<file path="config.mk">
export PLATFORM = sky130hd
export DESIGN_NAME = normalized_autocorrelation
export DESIGN_NICKNAME = d
export VERILOG_FILES = /design/src/nac_pkg.sv /design/src/normalized_autocorrelation.sv /design/src/nac_ctrl.sv /design/src/nac_dp.sv
export VERILOG_INCLUDE_DIRS = /design/src /design/src/src
export SDC_FILE = /design/constraint.sdc
export NUM_CORES = 2
export LEC_CHECK = 0
export BUFFER_PORTS_ARGS = -buffer_cell sky130_fd_sc_hd__buf_2
export CAP_MARGIN = 10
export CORE_MARGIN = 3
export CORE_UTILIZATION = 55
export CTS_CLUSTER_SIZE = 25
export DETAILED_ROUTE_END_ITERATION = 8
export PLACE_DENSITY = 0.73
export SLEW_MARGIN = 20
export SYNTH_ARGS = -nofsm -noshare
export SYNTH_HDL_FRONTEND = slang
export SYNTH_HIERARCHICAL = 1
export SYNTH_SLANG_ARGS = --single-unit
</file>
<file path="constraint.sdc">
create_clock -name clk -period 10.7 [get_ports clk]
set_input_delay 2.14 -clock clk [delete_from_list [all_inputs] [get_ports clk]]
set_output_delay 2.14 -clock clk [all_outputs]
set_load 0.02 [all_outputs]
</file>
<file path="src/normalized_autocorrelation_assert.svh">
// ---------------------------------------------------------------------------
// normalized_autocorrelation_assert.svh
// Assertion macros for the normalized autocorrelation top-level module.
// ---------------------------------------------------------------------------
`ifndef NORMALIZED_AUTOCORRELATION_ASSERT_SVH
`define NORMALIZED_AUTOCORRELATION_ASSERT_SVH

// Same-cycle implication, checked on every rising edge outside reset.
`define NAC_ASSERT_NOW(label, ante, cons) \
  label: assert property (@(posedge clk) disable iff (rst) (ante) |-> (cons)) \
    else $error("nac: same-cycle check failed");

// Next-cycle implication.
`define NAC_ASSERT_NEXT(label, ante, cons) \
  label: assert property (@(posedge clk) disable iff (rst) (ante) |=> (cons)) \
    else $error("nac: next-cycle check failed");

`endif

</file>
<file path="src/nac_pkg.sv">
// ---------------------------------------------------------------------------
// nac_pkg
// Shared constants and controller/datapath interface types.
// ---------------------------------------------------------------------------
package nac_pkg;

  localparam int MAX_SAMPLES_DEF  = 64;
  localparam int SAMPLE_WIDTH_DEF = 16;
  localparam int CORR_W           = 16;  // Q1.15 result width
  localparam int QUOT_BITS        = 16;  // quotient bits before rounding
  localparam int STEP_W           = $clog2(QUOT_BITS);

  localparam logic [CORR_W-1:0] CORR_POS_MAX = 16'h7FFF;
  localparam logic [CORR_W-1:0] CORR_NEG_MAX = 16'h8000;

  // controller -> datapath commands
  typedef struct packed {
    logic load;        // store the accepted sample
    logic clr_acc;     // clear the lag accumulator
    logic issue;       // read a sample pair into the product pipe
    logic latch_norm;  // lag 0: accumulator becomes the norm
    logic div_start;   // load the divider
    logic div_step;    // one restoring-division step
    logic out_load;    // load the output register
    logic out_last;    // result is the final lag
    logic block_done;  // clear count and sum
  } nac_cmd_t;

  // datapath -> controller status
  typedef struct packed {
    logic pipe_busy;
    logic out_busy;
  } nac_stat_t;

endpackage

</file>
<file path="src/normalized_autocorrelation.sv">
// ---------------------------------------------------------------------------
// normalized_autocorrelation
// Block autocorrelation normalized by the deviation square sum, Q1.15 out.
// ---------------------------------------------------------------------------
// Samples stream in one beat per cycle; tlast closes a block of N samples
// (at most MAX_SAMPLES; samples past a full store are dropped). After the
// closing beat the block emits N results, lag 0 first, each the sum of
// d(i)*d(i+k) over the sum of d(i)^2 with d = N*x - sum, rounded to Q1.15 and
// saturated (lag 0 gives 32767). A flat block gives 0 with zero_variance set
// on every result. Timing: loading is one sample per cycle. Each lag k
// passes its N-k sample pairs through the two-port sample store and the
// multiply pipe, drains that pipe, runs the bit-serial divider and then
// hands off the result, which an output stall can hold back. Input is held
// off (s_tready low) until the final lag has been handed off.
// ---------------------------------------------------------------------------
module normalized_autocorrelation #(
  parameter int MAX_SAMPLES  = nac_pkg::MAX_SAMPLES_DEF,
  parameter int SAMPLE_WIDTH = nac_pkg::SAMPLE_WIDTH_DEF,
  parameter int IW   = $clog2(MAX_SAMPLES),
  parameter int INW  = ((SAMPLE_WIDTH + 7) / 8) * 8,
  parameter int OUTW = ((IW + nac_pkg::CORR_W + 7) / 8) * 8
) (
  input  logic            clk,
  input  logic            rst,
  input  logic            s_tvalid,
  output logic            s_tready,
  input  logic [INW-1:0]  s_tdata,   // sample
  input  logic            s_tlast,   // last_sample
  output logic            m_tvalid,
  input  logic            m_tready,
  output logic [OUTW-1:0] m_tdata,   // lag, correlation
  output logic            m_tuser,   // zero_variance
  output logic            m_tlast    // last_lag
);

  localparam int CW = $clog2(MAX_SAMPLES + 1);

  nac_pkg::nac_cmd_t            cmd;
  nac_pkg::nac_stat_t           stat;
  logic [CW-1:0]                count;
  logic [IW-1:0]                addr0, addr1, lag, out_lag;
  logic [nac_pkg::CORR_W-1:0]   out_corr;

  nac_ctrl #(.MAX_SAMPLES(MAX_SAMPLES), .IW(IW), .CW(CW)) u_ctrl (
    .clk      (clk),
    .rst      (rst),
    .in_valid (s_tvalid),
    .in_last  (s_tlast),
    .in_ready (s_tready),
    .count    (count),
    .stat     (stat),
    .cmd      (cmd),
    .addr0    (addr0),
    .addr1    (addr1),
    .lag      (lag)
  );

  nac_dp #(.MAX_SAMPLES(MAX_SAMPLES), .SAMPLE_WIDTH(SAMPLE_WIDTH), .IW(IW), .CW(CW)) u_dp (
    .clk       (clk),
    .rst       (rst),
    .cmd       (cmd),
    .sample    ($signed(s_tdata[SAMPLE_WIDTH-1:0])),
    .addr0     (addr0),
    .addr1     (addr1),
    .lag       (lag),
    .count     (count),
    .stat      (stat),
    .out_valid (m_tvalid),
    .out_ready (m_tready),
    .out_lag   (out_lag),
    .out_corr  (out_corr),
    .out_zero  (m_tuser),
    .out_last  (m_tlast)
  );

  assign m_tdata = OUTW'({out_corr, out_lag});

`include "normalized_autocorrelation_assert.svh"

  // no sample reads are issued while the input side is open
  `NAC_ASSERT_NOW(a_no_issue_in_load, cmd.issue, !s_tready)
  // a pending result is never overwritten
  `NAC_ASSERT_NOW(a_no_overwrite, cmd.out_load, !m_tvalid)
  // the block is closed only together with its final lag
  `NAC_ASSERT_NOW(a_done_on_last, cmd.block_done, cmd.out_load && cmd.out_last)
  // after a block closes the count is back at zero
  `NAC_ASSERT_NEXT(a_count_cleared, cmd.block_done, count == '0)

endmodule

</file>
<file path="src/nac_ctrl.sv">
// ---------------------------------------------------------------------------
// nac_ctrl
// Sequencer: sample load, per-lag product pass, division, result hand-off.
// ---------------------------------------------------------------------------
module nac_ctrl #(
  parameter int MAX_SAMPLES = nac_pkg::MAX_SAMPLES_DEF,
  parameter int IW = $clog2(MAX_SAMPLES),
  parameter int CW = $clog2(MAX_SAMPLES + 1)
) (
  input  logic              clk,
  input  logic              rst,
  input  logic              in_valid,
  input  logic              in_last,
  output logic              in_ready,
  input  logic [CW-1:0]     count,
  input  nac_pkg::nac_stat_t stat,
  output nac_pkg::nac_cmd_t  cmd,
  output logic [IW-1:0]     addr0,
  output logic [IW-1:0]     addr1,
  output logic [IW-1:0]     lag
);

  typedef enum logic [2:0] {LOAD, ACC, DRAIN, DIV, EMIT} state_t;

  state_t                      state;
  logic [IW-1:0]               i, k;
  logic [nac_pkg::STEP_W-1:0]  step;
  logic                        pass_end, lag_last;

  assign pass_end = (CW'(i) == count - CW'(1) - CW'(k));
  assign lag_last = (CW'(k) == count - CW'(1));
  assign in_ready = (state == LOAD);
  assign addr0    = i;
  assign addr1    = i + k;
  assign lag      = k;

  always_comb begin
    cmd            = '0;
    cmd.load       = (state == LOAD) && in_valid;
    cmd.clr_acc    = ((state == LOAD) && in_valid && in_last) ||
                     ((state == EMIT) && !stat.out_busy && !lag_last);
    cmd.issue      = (state == ACC);
    cmd.div_start  = (state == DRAIN) && !stat.pipe_busy;
    cmd.latch_norm = cmd.div_start && (k == '0);
    cmd.div_step   = (state == DIV);
    cmd.out_load   = (state == EMIT) && !stat.out_busy;
    cmd.out_last   = lag_last;
    cmd.block_done = cmd.out_load && lag_last;
  end

  always_ff @(posedge clk) begin
    if (rst) begin
      state <= LOAD;
      i     <= '0;
      k     <= '0;
      step  <= '0;
    end else begin
      case (state)
        LOAD: begin
          if (in_valid && in_last) begin
            i     <= '0;
            k     <= '0;
            state <= ACC;
          end
        end
        ACC: begin
          if (pass_end) state <= DRAIN;
          else i <= i + IW'(1);
        end
        DRAIN: begin
          if (!stat.pipe_busy) begin
            step  <= '0;
            state <= DIV;
          end
        end
        DIV: begin
          step <= step + nac_pkg::STEP_W'(1);
          if (step == nac_pkg::STEP_W'(nac_pkg::QUOT_BITS - 1)) state <= EMIT;
        end
        EMIT: begin
          if (!stat.out_busy) begin
            if (lag_last) begin
              state <= LOAD;
            end else begin
              k     <= k + IW'(1);
              i     <= '0;
              state <= ACC;
            end
          end
        end
        default: state <= LOAD;
      endcase
    end
  end

endmodule

</file>
<file path="src/nac_dp.sv">
// ---------------------------------------------------------------------------
// nac_dp
// Sample store, deviation/product pipe, accumulator, serial divider, output.
// ---------------------------------------------------------------------------
module nac_dp #(
  parameter int MAX_SAMPLES  = nac_pkg::MAX_SAMPLES_DEF,
  parameter int SAMPLE_WIDTH = nac_pkg::SAMPLE_WIDTH_DEF,
  parameter int IW = $clog2(MAX_SAMPLES),
  parameter int CW = $clog2(MAX_SAMPLES + 1)
) (
  input  logic                          clk,
  input  logic                          rst,
  input  nac_pkg::nac_cmd_t             cmd,
  input  logic signed [SAMPLE_WIDTH-1:0] sample,
  input  logic [IW-1:0]                 addr0,
  input  logic [IW-1:0]                 addr1,
  input  logic [IW-1:0]                 lag,
  output logic [CW-1:0]                 count,
  output nac_pkg::nac_stat_t            stat,
  output logic                          out_valid,
  input  logic                          out_ready,
  output logic [IW-1:0]                 out_lag,
  output logic [nac_pkg::CORR_W-1:0]    out_corr,
  output logic                          out_zero,
  output logic                          out_last
);

  localparam int SUMW = SAMPLE_WIDTH + CW;
  localparam int DW   = SAMPLE_WIDTH + CW + 2;   // N*x - S
  localparam int PW   = 2 * DW;
  localparam int AW   = PW + CW;
  localparam int QB   = nac_pkg::QUOT_BITS;
  localparam int OW   = nac_pkg::CORR_W;

  logic signed [SAMPLE_WIDTH-1:0] mem [MAX_SAMPLES];
  logic signed [SAMPLE_WIDTH-1:0] x0, x1;
  logic signed [SUMW-1:0]         sum;
  logic signed [DW-1:0]           d0, d1, d0_next, d1_next;
  logic signed [PW-1:0]           p;
  logic signed [AW-1:0]           acc;
  logic [AW-1:0]                  norm, rem, den;
  logic [AW-1:0]                  mag_v, den_v;
  logic [AW:0]                    rem2;
  logic [QB-1:0]                  q;
  logic                           neg, sat, zero;
  logic                           v1, v2, v3;
  logic [QB:0]                    qr;
  logic [OW-1:0]                  corr_v;
  logic signed [CW:0]             n_s;

  // ---- sample store and running sum ----
  always_ff @(posedge clk) begin
    if (cmd.load && (count < CW'(MAX_SAMPLES))) mem[count[IW-1:0]] <= sample;
    x0 <= mem[addr0];
    x1 <= mem[addr1];
  end

  always_ff @(posedge clk) begin
    if (rst || cmd.block_done) begin
      count <= '0;
      sum   <= '0;
    end else if (cmd.load && (count < CW'(MAX_SAMPLES))) begin
      count <= count + CW'(1);
      sum   <= sum + SUMW'(sample);
    end
  end

  // ---- deviation and product pipe ----
  // operands widened to DW before the multiply so N*x never wraps
  assign n_s     = $signed({1'b0, count});
  assign d0_next = DW'(n_s) * DW'(x0) - DW'(sum);
  assign d1_next = DW'(n_s) * DW'(x1) - DW'(sum);

  always_ff @(posedge clk) begin
    if (rst) begin
      v1 <= 1'b0;
      v2 <= 1'b0;
      v3 <= 1'b0;
    end else begin
      v1 <= cmd.issue;
      v2 <= v1;
      v3 <= v2;
    end
  end

  always_ff @(posedge clk) begin
    d0 <= d0_next;
    d1 <= d1_next;
    p  <= d0 * d1;
    if (cmd.clr_acc) acc <= '0;
    else if (v3)     acc <= acc + AW'(p);
  end

  assign stat.pipe_busy = v1 | v2 | v3;

  // ---- restoring divider, one quotient bit per step ----
  assign mag_v = acc[AW-1] ? AW'(-acc) : AW'(acc);
  assign den_v = cmd.latch_norm ? AW'(acc) : norm;
  assign rem2  = {rem, 1'b0};

  always_ff @(posedge clk) begin
    if (cmd.latch_norm) norm <= AW'(acc);
    if (cmd.div_start) begin
      rem  <= mag_v;
      den  <= den_v;
      neg  <= acc[AW-1];
      zero <= (den_v == '0);
      sat  <= (mag_v >= den_v);
      q    <= '0;
    end else if (cmd.div_step) begin
      if (rem2 >= {1'b0, den}) begin
        rem <= AW'(rem2 - {1'b0, den});
        q   <= {q[QB-2:0], 1'b1};
      end else begin
        rem <= AW'(rem2);
        q   <= {q[QB-2:0], 1'b0};
      end
    end
  end

  // round half away from zero, then saturate
  assign qr = ({1'b0, q} + (QB+1)'(1)) >> 1;

  always_comb begin
    if (zero)     corr_v = '0;
    else if (sat) corr_v = neg ? nac_pkg::CORR_NEG_MAX : nac_pkg::CORR_POS_MAX;
    else if (neg) corr_v = (qr >= (QB+1)'(nac_pkg::CORR_NEG_MAX)) ? nac_pkg::CORR_NEG_MAX
                                                                 : OW'(-qr);
    else          corr_v = (qr > (QB+1)'(nac_pkg::CORR_POS_MAX)) ? nac_pkg::CORR_POS_MAX
                                                                : OW'(qr);
  end

  // ---- output register ----
  always_ff @(posedge clk) begin
    if (rst) begin
      out_valid <= 1'b0;
    end else if (cmd.out_load) begin
      out_valid <= 1'b1;
    end else if (out_ready) begin
      out_valid <= 1'b0;
    end
  end

  always_ff @(posedge clk) begin
    if (cmd.out_load) begin
      out_lag  <= lag;
      out_corr <= corr_v;
      out_zero <= zero;
      out_last <= cmd.out_last;
    end
  end

  assign stat.out_busy = out_valid;

endmodule
</file>
==> impl_metrics.tcl <==
set metrics [dict create \
    htreeDepth 4 \
    min_path_type "flip-flop to flip-flop" \
    async_reset_ff_share_pct 0 \
    hold_viol_final 0 \
    core_area_sq_um 190000 \
    start_util_pct 55.4 \
    synth_ff_type "edfxtp_1" \
    cts_tree "built" \
    setup.worst_path.start_class "flip-flop" \
    crit_path_end_kind "flip-flop" \
    cts_hold_buf 0 \
    grt_max_degree 129 \
    cts_resized 0 \
    slew_violations 0 \
    fin_crit_sh_pct 77.2 \
    synth.avg_cell_area_sq_um 12.6 \
    ios 49 \
    numPortBuffers 46 \
    met1_usage_pct 36.2 \
    synth_edf_count 1165 \
    area_growth_pct 8.34 \
    cts-root-buf "clkbuf_16" \
    grtUsageMet3_pct 5.68 \
    die_area_sq_um 197000 \
    grt_pass1_wl_microns 451000 \
    grt_util_all_layers_pct 30.4 \
    cts_setup_buffers 0 \
    synth_top_area_share_pct 33.2 \
    die_w_microns 444 \
    ys_top_cells_by_count "1165 x edfxtp_1, 1128 x inv_1, 879 x fa_1" \
    synthTopCellsByArea "edfxtp_1 33%, fa_1 17%, mux4_2 14%" \
    drtPass1Iterations 6 \
    antenna_found_initial 19 \
    wl_per_cell_microns 26.8 \
    path_max_fanout 25 \
    yosysSeqAreaShare_pct 39.1 \
    status "complete, no violations" \
    vias 69500 \
    synth_cells 8386 \
    rows 160 \
    synth_top_cell_by_area "edfxtp_1" \
    synthesis.area_sq_um 106000 \
    ys_types 93 \
    clock_path_buffers 3 \
    hold_path.startpoint "u_dp/v2" \
    max_freq_mhz 121 \
    viasPerCell 6.33 \
    drtAntennaViolNets 0 \
    gp_congestion 0.917 \
    numCtsBuffers 160 \
    clock_latency_ns 0.83 \
    setup_tns_ns 0 \
    maxCapViolations 0 \
    grt.busiest_layer "met2" \
    nFillCells 14500 \
    rrSetupSlack_ns 2.44 \
    worstHoldEndpoint "u_dp/v3" \
    r2r_cells 23 \
    worstPathArrival_ns 8.96 \
    die_height_microns 444 \
    rsz0062_at_grt "false" \
    synth.most_common_cell "edfxtp_1" \
    worstReg2RegStart "u_dp/d1[1]" \
    hold_depth 1 \
    ys_ff_latch 1480 \
    fin_skew_ns 0.0509 \
    cts_sinks 1480 \
    overflow 0 \
    wl_microns 295000 \
    setup_viol_count_final 0 \
    hpwlAfterDp_microns 205000 \
    critPathLaunch "u_dp/d1[1]" \
    grt_pass1_vias 73300 \
    yosys_warnings 6 \
    crit_type "flip-flop to flip-flop" \
    worstPathRequired_ns 11.39 \
    min_period_ns 8.26 \
    holdWs_ns 0.454 \
    grtUsageMet2_pct 50.8 \
    drc 0 \
    worst_pin_slew_ns 1.17 \
    max_slew_margin_pct 22.2 \
    drive_gt1_share_pct 15.0 \
    cts.clk_slew.worst_paths_ns 0.06 \
    nNetsFinal 9705 \
    rr_endpoint "u_dp/p[49]" \
    drt_iter0_drc 6951 \
]
worst max path at each step:
stage | end | slack (ns) | cells past startpoint
6_report | u_dp/p[49] | 2.44 | 23
3_3_place_gp | u_dp/p[49] | 2.28 | 24
3_5_place_dp | u_dp/p[49] | 2.19 | 24
5_1_grt | u_dp/p[42] | 1.97 | 24
4_1_cts | u_dp/p[49] | 2.17 | 24
2_1_floorplan | u_dp/sat | 1.27 | 19
cell families (layout without fill, tap and decap cells):
kind of cell / Yosys count / in the layout / share of synthesized area, %
simple gates: 1932 / 1932 / 9.00
mux: 834 / 834 / 15.9
other cells: 1 / 8 / 0.00355
buf+inv: 1541 / 1623 / 5.50
flops: 1480 / 1480 / 39.1
xor+xnor: 302 / 302 / 2.51
compound gates: 952 / 952 / 5.76
fa+ha+maj: 1344 / 1344 / 22.2
metrics by stage:
step | cells | worst slack (ns) | util (%) | cell area (sq um)
6_report | 11000 | 2.44 | 60.0 | 114000
5_1_grt | 11000 | 1.97 | 60.0 | 114000
4_1_cts | 11000 | 2.17 | 60.0 | 114000
3_5_place_dp | 10700 | 2.19 | 57.2 | 109000
3_3_place_gp | 10700 | 2.28 | 57.2 | 109000
2_1_floorplan | 8387 | 1.27 | - | 106000
worst max-delay path, cell delays in order (launching register included):
cell	delay (ns)
dfxtp_1	1.01
nand2_1	0.22
inv_1	0.18
fa_1	0.55
fa_1	0.55
inv_1	0.06
fa_1	0.52
fa_1	0.53
inv_1	0.06
fa_1	0.46
fa_1	0.53
inv_1	0.05
fa_1	0.48
inv_1	0.04
ha_1	0.35
a21oi_1	0.21
nand2_1	0.07
a21oi_1	0.26
o311ai_0	0.34
a21o_1	0.32
a2111oi_0	0.61
nor2_1	0.19
a2111oi_0	0.44
nor3b_1	0.09
metal layers:
metal	vias up	wire (microns)	share of wire, %
met2	3590	146000	49
met5	-	124	0.042
met3	987	24700	8.4
met1	35500	102000	35
li1	29400	-	-
met4	16	22400	7.6
layout by cell type, fill, tap and decap left out, types with 66 or more instances in the layout:
master / count
edfxtp_1: 1165
inv_1: 1126
fa_1: 879
nand2_1: 698
mux4_2: 672
ha_1: 464
and2_1: 449
dfxtp_1: 297
a21oi_1: 286
nor2_1: 255
xnor2_1: 211
o21ai_0: 198
clkbuf_16: 167
buf_4: 150
mux2i_1: 149
a21o_1: 122
xor2_1: 87
nand3_1: 84
nor3_1: 68
nand4_1: 66
state kept, by name, summed over array words and instances, names as in the netlist, 23 cells and up:
name / count
u_dp/d1: 25
u_dp/norm: 57
u_dp/d0: 25
u_dp/den: 57
u_dp/sum: 23
u_dp/mem: 1024
u_dp/rem: 57
u_dp/p: 50
u_dp/acc: 57
final cells by class:
cell class / count / area [sq um] / share of cell area, %
diodes: 6 / 15.0 / 0.0131
clock buffers: 205 / 4380 / 3.83
clock inverters: 86 / 1060 / 0.927
inverters: 1130 / 4250 / 3.72
multi-input cells: 5366 / 58700 / 51.3
flip-flops and latches: 1480 / 41300 / 36.1
well taps: 2511 / 3140 / 2.75
repair buffers: 202 / 1470 / 1.28
Power is left out: the tool's default activity adds up to more than one toggle a clock period on the data nets, which glitch-free logic cannot reach.
